[config.mk]
export PLATFORM = sky130hd
export DESIGN_NAME = sqmm_ctrl
export DESIGN_NICKNAME = d
export VERILOG_FILES = /design/src/rtl/core/sqmm_pkg.sv /design/src/rtl/core/sqmm_ctrl.sv
export SDC_FILE = /design/constraint.sdc
export NUM_CORES = 1
export LEC_CHECK = 0
export ABC_AREA = 1
export BUFFER_PORTS_ARGS = -buffer_cell sky130_fd_sc_hd__buf_2
export CORE_MARGIN = 2
export CORE_UTILIZATION = 60
export CTS_BUF_LIST = sky130_fd_sc_hd__clkbuf_8
export DETAILED_ROUTE_END_ITERATION = 16
export PLACE_DENSITY = 0.82
export SLEW_MARGIN = 20
export SYNTH_ARGS = -nofsm -noshare
export SYNTH_HDL_FRONTEND = slang
export SYNTH_SLANG_ARGS = --single-unit
[constraint.sdc]
create_clock -name clk -period 4.77 [get_ports clk]
set_input_delay 0.954 -clock clk [delete_from_list [all_inputs] [get_ports clk]]
set_output_delay 0.954 -clock clk [all_outputs]
set_load 0.005 [all_outputs]
[src/rtl/core/sqmm_pkg.sv]
// shared types and constants of the square matrix multiplier
// no dependencies; imported by the controller, the datapath and the top level
`default_nettype none

package sqmm_pkg;

	localparam int unsigned DEF_MAX_DIM    = 8;
	localparam int unsigned DEF_DATA_WIDTH = 32;
	localparam int unsigned CFG_W          = 4;
	localparam int unsigned IDX_FIELD_W    = 3;
	localparam int unsigned HALF_W         = 32;
	localparam int unsigned FIFO_DEPTH     = 2;
	localparam int unsigned FIFO_CNT_W     = 2;

	typedef enum logic {
		ST_LOAD,
		ST_COMPUTE
	} ctrl_state_t;

	typedef struct packed {
		logic wr_m;
		logic wr_n;
	} load_cmd_t;

	typedef struct packed {
		logic                   issue;
		logic                   first;
		logic                   last;
		logic                   final_entry;
		logic [IDX_FIELD_W-1:0] row;
		logic [IDX_FIELD_W-1:0] col;
	} step_cmd_t;

	typedef struct packed {
		logic                  entry_done;
		logic [FIFO_CNT_W-1:0] fifo_count;
	} dp_status_t;

endpackage

`default_nettype wire

[src/rtl/core/sqmm_ctrl.sv]
// controller: size register, load sequencing and multiply-accumulate step issue
// depends on sqmm_pkg
`default_nettype none

module sqmm_ctrl #(
	parameter  int unsigned MAX_DIM = sqmm_pkg::DEF_MAX_DIM,
	localparam int unsigned DEPTH   = MAX_DIM * MAX_DIM,
	localparam int unsigned ADDR_W  = (DEPTH > 1) ? $clog2(DEPTH) : 1
) (
	input  wire logic                       clk,
	input  wire logic                       arst_n,
	input  wire logic                       cfg_wr_en,
	input  wire logic [sqmm_pkg::CFG_W-1:0] cfg_wr_data,
	input  wire logic                       in_valid,
	output logic                            in_stall,
	input  wire sqmm_pkg::dp_status_t       status,
	output sqmm_pkg::load_cmd_t             load,
	output logic [ADDR_W-1:0]               wr_addr,
	output sqmm_pkg::step_cmd_t             step,
	output logic [ADDR_W-1:0]               a_addr,
	output logic [ADDR_W-1:0]               b_addr
);
	import sqmm_pkg::*;

	localparam int unsigned IDX_W = (MAX_DIM > 1) ? $clog2(MAX_DIM) : 1;
	localparam int unsigned DIM_W = $clog2(MAX_DIM + 1);

	ctrl_state_t state_q, state_d;

	logic [DIM_W-1:0]      n_q;
	logic [ADDR_W-1:0]     elem_q;
	logic                  phase_q;
	logic [IDX_W-1:0]      k_q, c_q, r_q;
	logic [ADDR_W-1:0]     a_addr_q, b_addr_q, row_base_q;
	logic [FIFO_CNT_W-1:0] inflight_q;

	logic [DIM_W-1:0]   size_clamped;
	logic [DIM_W-1:0]   n_m1;
	logic [2*DIM_W-1:0] area_w;
	logic [ADDR_W-1:0]  area_m1;
	logic [ADDR_W-1:0]  n_a;
	logic               accept, elem_last, load_done;
	logic               last_k, last_c, last_r;
	logic [2:0]         slots;
	logic               can_issue;

	always_comb begin
		if (cfg_wr_data == '0) begin
			size_clamped = DIM_W'(1);
		end else if (cfg_wr_data > CFG_W'(MAX_DIM)) begin
			size_clamped = DIM_W'(MAX_DIM);
		end else begin
			size_clamped = DIM_W'(cfg_wr_data);
		end
	end

	assign n_m1    = n_q - DIM_W'(1);
	assign area_w  = {{DIM_W{1'b0}}, n_q} * {{DIM_W{1'b0}}, n_q};
	assign area_m1 = ADDR_W'(area_w - (2*DIM_W)'(1));
	assign n_a     = ADDR_W'(n_q);

	assign accept    = in_valid && (state_q == ST_LOAD);
	assign elem_last = (elem_q == area_m1);
	assign load_done = accept && phase_q && elem_last;

	assign last_k = (DIM_W'(k_q) == n_m1);
	assign last_c = (DIM_W'(c_q) == n_m1);
	assign last_r = (DIM_W'(r_q) == n_m1);

	// a new product entry needs a free result slot
	assign slots     = {1'b0, status.fifo_count} + {1'b0, inflight_q};
	assign can_issue = (state_q == ST_COMPUTE) && ((k_q != '0) || (slots < 3'(FIFO_DEPTH)));

	always_ff @(posedge clk or negedge arst_n) begin
		if (!arst_n) begin
			state_q <= ST_LOAD;
		end else begin
			state_q <= state_d;
		end
	end

	always_comb begin
		state_d          = state_q;
		in_stall         = 1'b1;
		load.wr_m        = accept && !phase_q;
		load.wr_n        = accept && phase_q;
		wr_addr          = elem_q;
		step.issue       = can_issue;
		step.first       = (k_q == '0);
		step.last        = last_k;
		step.final_entry = last_k && last_c && last_r;
		step.row         = IDX_FIELD_W'(r_q);
		step.col         = IDX_FIELD_W'(c_q);
		a_addr           = a_addr_q;
		b_addr           = b_addr_q;
		unique case (state_q)
			ST_LOAD: begin
				in_stall = 1'b0;
				if (load_done) begin
					state_d = ST_COMPUTE;
				end
			end
			ST_COMPUTE: begin
				if (can_issue && last_k && last_c && last_r) begin
					state_d = ST_LOAD;
				end
			end
		endcase
	end

	always_ff @(posedge clk or negedge arst_n) begin
		if (!arst_n) begin
			n_q     <= DIM_W'(MAX_DIM);
			elem_q  <= '0;
			phase_q <= 1'b0;
		end else if (cfg_wr_en) begin
			n_q     <= size_clamped;
			elem_q  <= '0;
			phase_q <= 1'b0;
		end else if (accept) begin
			if (elem_last) begin
				elem_q  <= '0;
				phase_q <= !phase_q;
			end else begin
				elem_q <= elem_q + ADDR_W'(1);
			end
		end
	end

	// row, column and inner index walk with running store addresses
	always_ff @(posedge clk or negedge arst_n) begin
		if (!arst_n) begin
			k_q        <= '0;
			c_q        <= '0;
			r_q        <= '0;
			a_addr_q   <= '0;
			b_addr_q   <= '0;
			row_base_q <= '0;
		end else if (load_done) begin
			k_q        <= '0;
			c_q        <= '0;
			r_q        <= '0;
			a_addr_q   <= '0;
			b_addr_q   <= '0;
			row_base_q <= '0;
		end else if (can_issue) begin
			if (!last_k) begin
				k_q      <= k_q + IDX_W'(1);
				a_addr_q <= a_addr_q + ADDR_W'(1);
				b_addr_q <= b_addr_q + n_a;
			end else begin
				k_q <= '0;
				if (!last_c) begin
					c_q      <= c_q + IDX_W'(1);
					a_addr_q <= row_base_q;
					b_addr_q <= ADDR_W'(c_q) + ADDR_W'(1);
				end else begin
					c_q        <= '0;
					b_addr_q   <= '0;
					r_q        <= r_q + IDX_W'(1);
					row_base_q <= row_base_q + n_a;
					a_addr_q   <= row_base_q + n_a;
				end
			end
		end
	end

	// entries fully issued but not yet in the result queue
	always_ff @(posedge clk or negedge arst_n) begin
		if (!arst_n) begin
			inflight_q <= '0;
		end else begin
			priority if ((can_issue && last_k) && !status.entry_done) begin
				inflight_q <= inflight_q + FIFO_CNT_W'(1);
			end else if (!(can_issue && last_k) && status.entry_done) begin
				inflight_q <= inflight_q - FIFO_CNT_W'(1);
			end else begin
				inflight_q <= inflight_q;
			end
		end
	end

	a_walk_restart: assert property (@(posedge clk) disable iff (!arst_n)
		load_done |=> (state_q == ST_COMPUTE && k_q == '0 && c_q == '0 && r_q == '0
			&& a_addr_q == '0 && b_addr_q == '0))
		else $error("index walk not restarted after load");

	a_inflight_bound: assert property (@(posedge clk) disable iff (!arst_n)
		(3'(inflight_q) + 3'(status.fifo_count)) <= 3'(FIFO_DEPTH + 1))
		else $error("too many product entries outstanding");

endmodule

`default_nettype wire

==> results.sh <==
export IMPL_grtUsageTotal_pct=25.87
export IMPL_first_global_vias=2822
export IMPL_tightest_slew_ns=0.9481
export IMPL_maxSlewViolCount=0
export IMPL_cts_tree="done"
export IMPL_hold_path_class="reg -> reg"
export IMPL_n_fill_cell=466
export IMPL_async_flop_share_pct=100.0
export IMPL_crit_path_start_kind="flip-flop"
export IMPL_dr_first_iter_drc_count=188
export IMPL_yosysSeqAreaShare_pct=31.88
export IMPL_dp_slack_ns=1.258
export IMPL_synth_edf_count=0
export IMPL_routed_via_density=5.393
export IMPL_critical_path_class="reg -> out"
export IMPL_drc=0
export IMPL_slowest_stage="dfrtp_1"
export IMPL_finalSetupTns_ns=0
export IMPL_synth_main_ff_cell="dfrtp_1"
export IMPL_core_area_sq_mm=0.005140
export IMPL_htreeDepth=2
export IMPL_drv_cap=0
export IMPL_syn_to_final_growth_pct=8.583
export IMPL_antenna_found_initial=0
export IMPL_grt_max_degree=42
export IMPL_clock_fmax_mhz=273.7
export IMPL_row_count=26
export IMPL_clock_skew_ns=0.007496
export IMPL_ant_nets=0
export IMPL_syn_num_nets=478
export IMPL_cts_resized=0
export IMPL_grt_pass1_wl_mm=12.60
export IMPL_dieArea_sq_mm=0.005972
export IMPL_cts_root_buffer="clkbuf_8"
export IMPL_syn_area_sq_mm=0.003222
export IMPL_finalCritPeriodShare_pct=76.61
export IMPL_die_h_microns=77.28
export IMPL_synth_cells=441
export IMPL_power_uw=837.4
export IMPL_max_stage_delay_ns=0.61
export IMPL_syn_area_per_cell_sq_um=7.306
export IMPL_finalSetupViolations=0
export IMPL_cts_hold_buf=0
export IMPL_cts_sinks=41
export IMPL_drt_wl_total_mm=7.360
export IMPL_cts_made_buffers=5
export IMPL_drive_above_1_share_pct=15.24
export IMPL_critical_path_required_ns=3.82
export IMPL_status="completed"
export IMPL_dpl_hpwl_mm=5.327
export IMPL_powerDensity_mw_per_mm2=239.4
export IMPL_crit_path_end_kind="output port"
export IMPL_critPathArrivalTime_ns=2.70
export IMPL_slew_headroom_pct=36.80
export IMPL_clock_latency_ns=0.30
export IMPL_grt_overflow=0
export IMPL_wl_per_cell_microns=13.41
export IMPL_nNetsFinal=515
export IMPL_ys_types=36
export IMPL_finish_utilization_pct=68.06
export IMPL_drt_pass1_iterations=5
export IMPL_io_buffers=41
export IMPL_setup_slack_ns=1.116
export IMPL_peakVddDrop_uv=192.1
export IMPL_crit_chain="inv_1 -> ha_1 -> inv_1 -> nand2_1 -> nand2_1 -> a21oi_1 -> nand3_2 -> nor3_1 -> buf_2"
export IMPL_die_w_microns=77.28
export IMPL_hold_violations=0
export IMPL_clockBufferDepth=2
export IMPL_io_pins=42
export IMPL_period_minus_slack_ns=3.654
export IMPL_crit_fanout=11
export IMPL_via_count=2961
export IMPL_p_leak_nw=2.058
export IMPL_start_util_pct=62.68
export IMPL_post_cts_repair_setup_buffers=0
export IMPL_globalplace_congestion=0.8526
export IMPL_n_antenna_cell=0
export IMPL_path_buf_inv=3
export IMPL_crit_family="simple AND/OR/NAND/NOR gates"
export IMPL_yosysWarningCount=0
export IMPL_ys_ff_latch=41
export IMPL_clk_pin_slew_ns=0.08
export IMPL_whs_ns=0.5156
export IMPL_rsz0062_at_grt="false"
registers in the layout, indices dropped and copies added, names as in the netlist:
name,count
c_q,3
n_q,4
wr_addr,6
state_q,1
phase_q,1
r_q,3
inflight_q,2
b_addr,6
k_q,3
row_base_q,6
a_addr,6
path summary, 6_finish.rpt:
kind                                    start             to  slack (ns)  cells past startpoint
max in group asynchronous              arst_n     wr_addr[5]        3.38                      1
worst min register to register  inflight_q[0]  inflight_q[0]        0.52                      1
worst min-delay path            inflight_q[0]  inflight_q[0]        0.52                      1
min in group asynchronous              arst_n      b_addr[1]        0.80                      1
worst max-delay path                   n_q[1]        step[6]        1.12                      9
worst max register to register         n_q[1]      a_addr[3]        1.24                     16
cell type report:
cell class              instances  area (sq um)  area share, %
clock buffers                   5         68.82          1.967
clock inverters                 3         17.52         0.5007
inverters                      64         242.7          6.938
multi-input cells             324          1842          52.65
flip-flops and latches         41          1027          29.36
well taps                      70         87.58          2.504
repair buffers                 42         212.7          6.080
through the flow:
| step | cell area (sq um) | instances |
|---|---|---|
| after floorplan | 3222 | 441 |
| after global placement | 3412 | 541 |
| after detailed placement | 3412 | 541 |
| after CTS | 3498 | 549 |
| after global routing | 3498 | 549 |
| final | 3498 | 549 |
logic make-up after synthesis:
logic type	count (synthesis)	synth area share [%]
and+or+nand+nor	237	33.36
buffers and inverters	76	10.95
DFF	41	31.88
AOI/OAI and AO/OA	40	7.068
adders and majority gates	26	10.80
xor gates and xnor gates	21	5.942
synth_stat cells, types with 4 or more instances:
master   instances  share of area, %
a21oi_1         18               2.8
nor2_1          30               3.5
buf_6            6               2.1
nand3_1         53               8.2
ha_1            23               8.9
inv_1           60               7.0
o22ai_1          4              0.78
nand2_2          8               1.6
dfrtp_1         40                31
xnor2_1          5               1.4
nand2_1        122                14
o21ai_0         10               1.6
nand4_1         13               2.5
xor2_1          15               4.1
report_power, final:
group	internal [mW]	total [mW]	switching (mW)	leakage, nW
clock network	0.101	0.227	0.126	0.0439
logic	0.0831	0.225	0.142	1.46
registers	0.365	0.386	0.0206	0.554
total	0.550	0.837	0.288	2.06
per-layer routing:
| layer | part of all wire (%) | GRT usage [%] | up-vias |
|---|---|---|---|
| met2 | 49 | 44.17 | 91 |
| li1 | - | - | 1488 |
| met1 | 44 | 33.16 | 1369 |
| met5 | 0 | 0 | - |
| met4 | 1.3 | 8.571 | 0 |
| met3 | 5.6 | 4.588 | 13 |
cells in the final DEF (no fill, tap or decap), types with 13 or more instances in the layout:
cell     instances
buf_2           41
xor2_1          15
nand2_1        122
a21oi_1         18
inv_1           60
nor2_1          30
dfrtp_1         40
nand3_1         53
ha_1            23
nand4_1         13
Note: power is estimated with default switching activity, not from simulation.
